### config.mk
export PLATFORM = sky130hd
export DESIGN_NAME = log_decade_histogram_stats_flat
export DESIGN_NICKNAME = d
export VERILOG_FILES = /design/src/design/ldh_pkg.sv /design/src/design/ldh_in_if.sv /design/src/design/ldh_out_if.sv /design/src/design/ldh_ram.sv /design/src/design/ldh_bucket.sv /design/src/design/log_decade_histogram_stats.sv /design/src/flat_wrapper.sv
export VERILOG_INCLUDE_DIRS = /design/src /design/src/design
export SDC_FILE = /design/constraint.sdc
export NUM_CORES = 2
export LEC_CHECK = 0
export ABC_AREA = 1
export BUFFER_PORTS_ARGS = -buffer_cell sky130_fd_sc_hd__buf_2
export CORE_AREA = 2 2 381 383
export CTS_CLUSTER_SIZE = 30
export DETAILED_ROUTE_END_ITERATION = 10
export DIE_AREA = 0 0 383 385
export PLACE_DENSITY = 0.69
export SLEW_MARGIN = 10
export SYNTH_ARGS = -nofsm -noshare
export SYNTH_HDL_FRONTEND = slang
export SYNTH_HIERARCHICAL = 1
export SYNTH_SLANG_ARGS = --single-unit
### constraint.sdc
create_clock -name clk -period 8.2 [get_ports clk]
set_input_delay 0 -clock clk [delete_from_list [all_inputs] [get_ports clk]]
set_output_delay 0 -clock clk [all_outputs]
set_load 0.02 [all_outputs]
### src/design/log_decade_histogram_stats_macros.svh
// assertion macros for the log decade histogram block
`ifndef LOG_DECADE_HISTOGRAM_STATS_MACROS_SVH
`define LOG_DECADE_HISTOGRAM_STATS_MACROS_SVH

// same-cycle implication, checked outside reset
`define LDH_ASSERT_SAME(label, ante, cons, msg) \
	label: assert property (@(posedge clk) disable iff (!arst_n) (ante) |-> (cons)) \
		else $error(msg);

// next-cycle implication, checked outside reset
`define LDH_ASSERT_NEXT(label, ante, cons, msg) \
	label: assert property (@(posedge clk) disable iff (!arst_n) (ante) |=> (cons)) \
		else $error(msg);

`endif

### src/design/ldh_pkg.sv
// package with widths, opcodes and bucket edge functions for the histogram block
package ldh_pkg;

	localparam int OPCODE_W = 2;
	localparam int SAMPLE_W = 32;
	localparam int BUCKET_W = 6;
	localparam int REPORT_W = 32;
	localparam int SUM_W = 64;

	localparam int DECADES_DEFAULT = 6;
	localparam int COUNT_BITS_DEFAULT = 32;
	localparam int MAX_DECADES = 9;

	localparam logic [OPCODE_W-1:0] OP_CLEAR = 2'd0;
	localparam logic [OPCODE_W-1:0] OP_ADD = 2'd1;
	localparam logic [OPCODE_W-1:0] OP_READ = 2'd2;

	// upper multiple of the decade base for each bucket inside a decade
	function automatic logic [63:0] edge_mult(input int unsigned k);
		logic [63:0] m;
		case (k)
			0: m = 64'd2;
			1: m = 64'd3;
			2: m = 64'd4;
			3: m = 64'd6;
			4: m = 64'd8;
			default: m = 64'd10;
		endcase
		return m;
	endfunction

	// lower edge in ns of bucket j+1
	function automatic logic [63:0] edge_ns(input int unsigned j);
		logic [63:0] base;
		int unsigned r;
		base = 64'd1000;
		r = j;
		if (r != 0) begin
			r = r - 1;
			for (int d = 0; d < MAX_DECADES; d++) begin
				if (r >= 6) begin
					r = r - 6;
					base = base * 64'd10;
				end
			end
			base = base * edge_mult(r);
		end
		return base;
	endfunction

endpackage

### src/design/ldh_in_if.sv
// request channel interface: opcode, sample and bucket select
interface ldh_in_if;
	import ldh_pkg::*;

	logic                valid;
	logic                ready;
	logic [OPCODE_W-1:0] opcode;
	logic [SAMPLE_W-1:0] sample_ns;
	logic [BUCKET_W-1:0] bucket_select;

	modport source (output valid, opcode, sample_ns, bucket_select, input ready);
	modport sink (input valid, opcode, sample_ns, bucket_select, output ready);
endinterface

### src/design/ldh_out_if.sv
// result channel interface: bucket count and running statistics
interface ldh_out_if;
	import ldh_pkg::*;

	logic                valid;
	logic                ready;
	logic [BUCKET_W-1:0] bucket_index;
	logic [REPORT_W-1:0] bucket_count;
	logic [REPORT_W-1:0] sample_count;
	logic [SAMPLE_W-1:0] min_ns;
	logic [SAMPLE_W-1:0] max_ns;
	logic [SUM_W-1:0]    sum_ns;

	modport source (output valid, bucket_index, bucket_count, sample_count, min_ns, max_ns,
		sum_ns, input ready);
	modport sink (input valid, bucket_index, bucket_count, sample_count, min_ns, max_ns,
		sum_ns, output ready);
endinterface

### src/design/ldh_ram.sv
// generic single-write, registered-read RAM
module ldh_ram #(
	parameter int WIDTH = 32,
	parameter int DEPTH = 38
) (
	input  logic                     clk,
	input  logic                     we,
	input  logic [$clog2(DEPTH)-1:0] waddr,
	input  logic [WIDTH-1:0]         wdata,
	input  logic                     re,
	input  logic [$clog2(DEPTH)-1:0] raddr,
	output logic [WIDTH-1:0]         rdata
);
	logic [WIDTH-1:0] mem [DEPTH];

	always_ff @(posedge clk) begin
		if (we) begin
			mem[waddr] <= wdata;
		end
		if (re) begin
			rdata <= mem[raddr];
		end
	end
endmodule

### src/design/ldh_bucket.sv
// bucket selection by parallel compare against the decade edges
module ldh_bucket #(
	parameter int DECADES = ldh_pkg::DECADES_DEFAULT
) (
	input  logic [ldh_pkg::SAMPLE_W-1:0] sample_ns,
	output logic [ldh_pkg::BUCKET_W-1:0] bucket
);
	import ldh_pkg::*;

	localparam int NEDGE = 6 * DECADES + 1;

	// edges rise monotonically, so the last edge passed names the bucket
	always_comb begin
		bucket = '0;
		for (int j = 0; j < NEDGE; j++) begin
			if (64'(sample_ns) >= edge_ns(j)) begin
				bucket = BUCKET_W'(j + 1);
			end
		end
	end
endmodule

### src/design/log_decade_histogram_stats.sv
// latency histogram top level: one item accepted per cycle unless the output stalls, no stall of its own
// a result passes from the stage 1 register into the output register, and waits in stage 1 on stall
// bucket counters live in a RAM read at acceptance and written back as an add leaves stage 1
// a same-bucket write-back is forwarded, so back-to-back adds count correctly
// reset and the clear opcode zero all statistics and per-bucket valid flags at once
`include "log_decade_histogram_stats_macros.svh"
module log_decade_histogram_stats #(
	parameter int DECADES = ldh_pkg::DECADES_DEFAULT,
	parameter int COUNT_BITS = ldh_pkg::COUNT_BITS_DEFAULT
) (
	input logic      clk,
	input logic      arst_n,
	ldh_in_if.sink   req,
	ldh_out_if.source rsp
);
	import ldh_pkg::*;

	localparam int NB = 6 * DECADES + 2;
	localparam int AW = $clog2(NB);

	function automatic logic [REPORT_W-1:0] report32(input logic [COUNT_BITS-1:0] v);
		logic [63:0] w;
		w = 64'(v);
		return (|w[63:REPORT_W]) ? '1 : w[REPORT_W-1:0];
	endfunction

	// handshake
	logic req_fire, s1_fire, out_take;

	// stage 0
	logic [BUCKET_W-1:0] bkt;
	logic [BUCKET_W-1:0] idx_nxt;
	logic                inrange_nxt;
	logic [AW-1:0]       addr_nxt;

	// stage 1
	logic                  valid_s1;
	logic [OPCODE_W-1:0]   op_s1;
	logic [SAMPLE_W-1:0]   sample_s1;
	logic [BUCKET_W-1:0]   idx_s1;
	logic [AW-1:0]         addr_s1;
	logic                  inrange_s1;
	logic                  fwd_hit_s1;
	logic [COUNT_BITS-1:0] fwd_data_s1;

	// state
	logic [NB-1:0]         cnt_valid_q;
	logic [SAMPLE_W-1:0]   min_q, max_q;
	logic [SUM_W-1:0]      sum_q;
	logic [COUNT_BITS-1:0] count_q;

	logic [COUNT_BITS-1:0] rdata, old_cnt, new_cnt, res_cnt;
	logic [SAMPLE_W-1:0]   min_nxt, max_nxt;
	logic [SUM_W-1:0]      sum_nxt;
	logic [SUM_W:0]        sum_ext;
	logic [COUNT_BITS-1:0] count_nxt;
	logic                  ram_we;

	// output register
	logic                rsp_valid_q;
	logic [BUCKET_W-1:0] idx_q;
	logic [REPORT_W-1:0] bcnt_q, scnt_q;
	logic [SAMPLE_W-1:0] rmin_q, rmax_q;
	logic [SUM_W-1:0]    rsum_q;

	assign out_take = !rsp_valid_q || rsp.ready;
	assign s1_fire = valid_s1 && out_take;
	assign req.ready = !valid_s1 || out_take;
	assign req_fire = req.valid && req.ready;

	ldh_bucket #(.DECADES(DECADES)) u_bucket (
		.sample_ns (req.sample_ns),
		.bucket    (bkt)
	);

	always_comb begin
		case (req.opcode)
			OP_ADD:  idx_nxt = bkt;
			OP_READ: idx_nxt = req.bucket_select;
			default: idx_nxt = '0;
		endcase
		inrange_nxt = idx_nxt < BUCKET_W'(NB);
		addr_nxt = inrange_nxt ? idx_nxt[AW-1:0] : '0;
	end

	ldh_ram #(.WIDTH(COUNT_BITS), .DEPTH(NB)) u_ram (
		.clk   (clk),
		.we    (ram_we),
		.waddr (addr_s1),
		.wdata (new_cnt),
		.re    (req_fire),
		.raddr (addr_nxt),
		.rdata (rdata)
	);

	always_comb begin
		old_cnt = fwd_hit_s1 ? fwd_data_s1 : (cnt_valid_q[addr_s1] ? rdata : '0);
		new_cnt = (old_cnt == '1) ? old_cnt : old_cnt + COUNT_BITS'(1);
		sum_ext = {1'b0, sum_q} + (SUM_W + 1)'(sample_s1);
		min_nxt = min_q;
		max_nxt = max_q;
		sum_nxt = sum_q;
		count_nxt = count_q;
		res_cnt = inrange_s1 ? old_cnt : '0;
		case (op_s1)
			OP_CLEAR: begin
				min_nxt = '0;
				max_nxt = '0;
				sum_nxt = '0;
				count_nxt = '0;
				res_cnt = '0;
			end
			OP_ADD: begin
				if (count_q == '0 || sample_s1 < min_q) begin
					min_nxt = sample_s1;
				end
				if (sample_s1 > max_q) begin
					max_nxt = sample_s1;
				end
				sum_nxt = sum_ext[SUM_W] ? '1 : sum_ext[SUM_W-1:0];
				count_nxt = (count_q == '1) ? count_q : count_q + COUNT_BITS'(1);
				res_cnt = new_cnt;
			end
			default: ;
		endcase
	end

	assign ram_we = s1_fire && op_s1 == OP_ADD;

	// stage 1 control
	always_ff @(posedge clk or negedge arst_n) begin
		if (!arst_n) begin
			valid_s1 <= 1'b0;
			fwd_hit_s1 <= 1'b0;
		end else begin
			if (req_fire) begin
				valid_s1 <= 1'b1;
				fwd_hit_s1 <= ram_we && addr_s1 == addr_nxt;
			end else if (s1_fire) begin
				valid_s1 <= 1'b0;
				fwd_hit_s1 <= 1'b0;
			end
		end
	end

	// stage 1 payload
	always_ff @(posedge clk) begin
		if (req_fire) begin
			op_s1 <= req.opcode;
			sample_s1 <= req.sample_ns;
			idx_s1 <= idx_nxt;
			addr_s1 <= addr_nxt;
			inrange_s1 <= inrange_nxt;
			fwd_data_s1 <= new_cnt;
		end
	end

	// statistics and bucket valid flags
	always_ff @(posedge clk or negedge arst_n) begin
		if (!arst_n) begin
			cnt_valid_q <= '0;
			min_q <= '0;
			max_q <= '0;
			sum_q <= '0;
			count_q <= '0;
		end else if (s1_fire) begin
			min_q <= min_nxt;
			max_q <= max_nxt;
			sum_q <= sum_nxt;
			count_q <= count_nxt;
			if (op_s1 == OP_CLEAR) begin
				cnt_valid_q <= '0;
			end else if (op_s1 == OP_ADD) begin
				cnt_valid_q[addr_s1] <= 1'b1;
			end
		end
	end

	always_ff @(posedge clk or negedge arst_n) begin
		if (!arst_n) begin
			rsp_valid_q <= 1'b0;
		end else if (s1_fire) begin
			rsp_valid_q <= 1'b1;
		end else if (rsp.ready) begin
			rsp_valid_q <= 1'b0;
		end
	end

	always_ff @(posedge clk) begin
		if (s1_fire) begin
			idx_q <= (op_s1 == OP_CLEAR) ? '0 : idx_s1;
			bcnt_q <= report32(res_cnt);
			scnt_q <= report32(count_nxt);
			rmin_q <= min_nxt;
			rmax_q <= max_nxt;
			rsum_q <= sum_nxt;
		end
	end

	assign rsp.valid = rsp_valid_q;
	assign rsp.bucket_index = idx_q;
	assign rsp.bucket_count = bcnt_q;
	assign rsp.sample_count = scnt_q;
	assign rsp.min_ns = rmin_q;
	assign rsp.max_ns = rmax_q;
	assign rsp.sum_ns = rsum_q;

	`LDH_ASSERT_SAME(a_fwd_live, fwd_hit_s1, valid_s1, "forward flag without a live item")
	`LDH_ASSERT_SAME(a_no_overrun, valid_s1 && !s1_fire, !req_fire,
		"item accepted while stage 1 is stalled")
	`LDH_ASSERT_NEXT(a_clear_all, s1_fire && op_s1 == OP_CLEAR,
		cnt_valid_q == '0 && count_q == '0 && sum_q == '0, "clear left state behind")
	`LDH_ASSERT_NEXT(a_add_marks, s1_fire && op_s1 == OP_ADD,
		count_q != '0 && cnt_valid_q[$past(addr_s1)], "add did not update counters")
endmodule
### src/flat_wrapper.sv
// flat-port wrapper written by rule: the top's interface ports become plain ports
module log_decade_histogram_stats_flat import ldh_pkg::*;
#(
	parameter int DECADES = ldh_pkg::DECADES_DEFAULT,
	parameter int COUNT_BITS = ldh_pkg::COUNT_BITS_DEFAULT
)
  (clk, arst_n, req_valid, req_opcode, req_sample_ns, req_bucket_select, req_ready, rsp_valid, rsp_bucket_index, rsp_bucket_count, rsp_sample_count, rsp_min_ns, rsp_max_ns, rsp_sum_ns, rsp_ready);
  ldh_in_if req_i ();
  ldh_out_if rsp_i ();
  input logic clk;
  input logic arst_n;
  input wire logic [$bits(req_i.valid)-1:0] req_valid;
  input wire logic [$bits(req_i.opcode)-1:0] req_opcode;
  input wire logic [$bits(req_i.sample_ns)-1:0] req_sample_ns;
  input wire logic [$bits(req_i.bucket_select)-1:0] req_bucket_select;
  output wire logic [$bits(req_i.ready)-1:0] req_ready;
  output wire logic [$bits(rsp_i.valid)-1:0] rsp_valid;
  output wire logic [$bits(rsp_i.bucket_index)-1:0] rsp_bucket_index;
  output wire logic [$bits(rsp_i.bucket_count)-1:0] rsp_bucket_count;
  output wire logic [$bits(rsp_i.sample_count)-1:0] rsp_sample_count;
  output wire logic [$bits(rsp_i.min_ns)-1:0] rsp_min_ns;
  output wire logic [$bits(rsp_i.max_ns)-1:0] rsp_max_ns;
  output wire logic [$bits(rsp_i.sum_ns)-1:0] rsp_sum_ns;
  input wire logic [$bits(rsp_i.ready)-1:0] rsp_ready;
  assign req_i.valid = req_valid;
  assign req_i.opcode = req_opcode;
  assign req_i.sample_ns = req_sample_ns;
  assign req_i.bucket_select = req_bucket_select;
  assign req_ready = req_i.ready;
  assign rsp_valid = rsp_i.valid;
  assign rsp_bucket_index = rsp_i.bucket_index;
  assign rsp_bucket_count = rsp_i.bucket_count;
  assign rsp_sample_count = rsp_i.sample_count;
  assign rsp_min_ns = rsp_i.min_ns;
  assign rsp_max_ns = rsp_i.max_ns;
  assign rsp_sum_ns = rsp_i.sum_ns;
  assign rsp_i.ready = rsp_ready;
  log_decade_histogram_stats #(.DECADES(DECADES), .COUNT_BITS(COUNT_BITS)) u_core (.clk(clk), .arst_n(arst_n), .req(req_i), .rsp(rsp_i));
endmodule
==> results.py <==
metrics = {
    "route": {
        "wl_per_cell_um": 22.7,
        "drt_pass1_iterations": 8,
        "routed-via-count": 58557,
        "routed_via_density": 5.93,
        "drcViolationCount": 0,
        "highest_layer": "met5",
        "drtIter0Drc": 6442,
        "wl_met1_um": 88900,
        "met2_length_um": 107000,
        "met3_length_um": 18400,
        "ant_nets": 0,
        "finalWirelength_um": 224000,
    },
    "synth": {
        "synth.distinct_cells": 64,
        "ys_seq_area_share_pct": 64.7,
        "avgSynthCellArea_sq_um": 10.3,
        "synth.ff_latch_count": 1726,
        "synthTopCellsByArea": "edfxtp_1 (58%), nand2_1 (11%), nand3_1 (6.5%)",
        "synth_nets": 7773,
        "yosysTopAreaCellShare_pct": 58.3,
        "synthFlopType": "edfxtp_1",
        "synth_top_area_cell": "edfxtp_1",
        "synth_cells": 7628,
        "yosys_warnings": 6,
        "synthArstFlopShare_pct": 11.6,
        "synth_edf_count": 1525,
        "mappedNetlistArea_sq_mm": 0.0786,
    },
    "floorplan": {
        "core_area_sq_mm": 0.143,
        "die_area_sq_mm": 0.147,
        "initial_core_util_pct": 54.9,
        "die_h_um": 385,
        "die_w_um": 383,
        "pin_count": 244,
        "num_rows": 139,
    },
    "place": {
        "dp_cells": 9490,
        "numPortBuffers": 243,
        "place.gp.congestion": 0.971,
        "hpwl_um": 133000,
    },
    "sta": {
        "hold_slack_ns": 0.0377,
        "finalSetupViolations": 0,
        "min_period_over_period_pct": 75.9,
        "rsz0062_at_grt": "no",
        "min_period_ns": 6.23,
        "worst_pin_slew_ns": 1.19,
        "fin_skew_ns": 0.0573,
        "slew_violations": 0,
        "max_freq_mhz": 161,
        "maxSlewHeadroom_pct": 20.6,
        "final-hold-violation-count": 0,
        "setup_tns_ns": 0,
    },
    "layout": {
        "layout.cells.non_filler": 9867,
        "layout-drive-gt1-share_pct": 9.77,
        "utilization_pct": 61.2,
        "nNetsFinal": 7963,
        "most-common-layout-cells": "nand2_1 (2,295), edfxtp_1 (1,525), nand3_1 (1,020), o21ai_0 (459), inv_1 (445)",
        "syn2layout_area_growth_pct": 11.4,
        "mostFrequentLayoutCell": "nand2_1",
    },
    "setup_path": {
        "required_ns": 8.76,
        "crit_type": "primary input to flip-flop",
        "critPathLaunchType": "primary input",
        "r2r-start": "u_core/addr_s1[1]",
        "cp_max_fo": 208,
        "r2r_cells": 20,
        "end_kind": "flip-flop",
        "slowest_delay_ns": 0.81,
        "cpMaxStageDelayCell": "a2111oi_0",
        "r2r_slack_ns": 2.85,
        "timing.rr.end": "u_core/rsp.bucket_count[26]",
        "cp_common_cell": "nand2_1",
        "cp.arrival_ns": 6.79,
    },
    "worst_hold_path": {
        "whs_endpoint": "u_core/sample_s1[21]",
        "hold_class": "primary input to flip-flop",
        "worstHoldStart": "req_sample_ns[21]",
        "hold_path_depth": 2,
    },
    "clocking": {
        "htree_levels": 4,
        "clock_path_buffers": 3,
        "clk_pin_slew_worst_paths_ns": 0.06,
        "cts_buffers": 173,
        "cts_tree": "yes",
        "cts_setup_buffers": 0,
        "cts_resized": 0,
        "cts_hold_buf": 56,
        "clock_latency_ns": 0.82,
        "cts.sinks": 1726,
        "cts-root-buf": "clkbuf_16",
    },
    "job": {
        "maxCapViolations": 0,
    },
    "global_route": {
        "grt_max_degree": 209,
        "grt_overflow_total": 0,
        "gr-usage-all-layers_pct": 30.1,
        "grt_pass1_vias": 55188,
        "antenna_found_initial": 3,
        "grt_pass1_wl_um": 338000,
    },
    "power_and_ir_drop": {
        "peakVddDrop_mv": 0.270,
        "leakage_uw": 0.0339,
        "power_density_mw_per_mm2": 290,
    },
    "status": {
        "status": "finished clean",
    },
}
## power by group
group | internal [uW] | switching [uW]
combinational | 1570 | 4430
sequential | 11100 | 553
clock | 4360 | 3400
## flip-flops by register name (all words and copies together), names as in the netlist, 2 cells and up
| signal | flops |
|---|---|
| u_core/idx_s1 | 6 |
| u_core/cnt_valid_q | 38 |
| u_core/rsp.sum_ns | 64 |
| u_core/op_s1 | 2 |
| u_core/rsp.bucket_count | 32 |
| u_core/u_ram/mem | 1216 |
| u_core/rsp.min_ns | 32 |
| u_core/u_ram/rdata | 32 |
| u_core/max_q | 32 |
| u_core/fwd_data_s1 | 32 |
| u_core/sample_s1 | 32 |
| u_core/rsp.bucket_index | 6 |
| u_core/rsp.max_ns | 32 |
| u_core/rsp.sample_count | 32 |
| u_core/min_q | 32 |
| u_core/sum_q | 64 |
| u_core/count_q | 32 |
| u_core/addr_s1 | 6 |
## metrics by stage
| step | power (uW) | worst slack, ns | instance area (sq um) |
|---|---|---|---|
| after floorplan | 15700 | 0.811 | 78600 |
| after detailed placement | 17700 | 2.20 | 81400 |
| after CTS | 25500 | 2.48 | 87500 |
| after global placement | 17600 | 2.17 | 81400 |
| final | 25400 | 1.97 | 87500 |
| after global routing | 26500 | 1.73 | 87500 |
## how the worst max path moves through the flow
| stage | startpoint | end | cells past startpoint |
|---|---|---|---|
| after floorplan | u_core/rsp.valid | u_core/count_q[27] | 7 |
| after global routing | req_sample_ns[15] | u_core/u_ram/rdata[4] | 55 |
| after global placement | req_sample_ns[15] | u_core/u_ram/rdata[11] | 54 |
| after detailed placement | req_sample_ns[8] | u_core/u_ram/rdata[10] | 30 |
| final | req_sample_ns[9] | u_core/u_ram/rdata[11] | 39 |
| after CTS | req_sample_ns[31] | u_core/u_ram/rdata[4] | 55 |
## kinds of logic (layout without fill, tap and decap cells)
logic type               Yosys count  in the layout  share of synthesized area [%]
other                              0              4                              0
buffers and inverters            845           1177                           4.80
adder cells (fa/ha/maj)          101            101                           1.62
AO/OA/AOI/OAI                    921            921                           6.50
AND/OR/NAND/NOR                 3993           3993                           21.9
flip-flops                      1726           1726                           64.7
XOR/XNOR                          42             42                          0.468
## synth_stat cells, types with 26 or more instances
library cell	number
nand3_2	65
buf_6	36
dfrtp_1	201
inv_1	450
o21bai_1	31
clkbuf_1	137
buf_4	34
nand2_1	2297
a21oi_1	177
a31oi_1	28
nand4_1	37
nor3_1	69
o21ai_0	459
xor2_1	31
o22ai_1	94
buf_2	151
edfxtp_1	1525
nor2_1	415
nand3_1	1021
ha_1	100
nor4_1	26
o21ai_1	49
## layer usage
| metal | global-route usage, % | up-vias |
|---|---|---|
| met5 | 0 | - |
| met3 | 4.17 | 456 |
| met2 | 49.4 | 2840 |
| met1 | 40.5 | 28430 |
| li1 | - | 26829 |
| met4 | 12.3 | 2 |
## worst max-delay path: cells and delay by family
| family | cells | cell delay [ns] |
|---|---|---|
| simple gates | 29 | 2.61 |
| compound gates | 5 | 1.90 |
| buf+inv | 5 | 1.85 |
## layout make-up
class,instances,area [sq um]
clock buffer,221,4580
multi-input combinational,5057,24300
antenna,4,10.0
inverter,468,1810
timing repair buffer,392,2640
clock inverter,96,968
tap,1903,2380
sequential,1726,50800
fill,11397,55600
No activity file was read; power rests on OpenSTA's default activity.
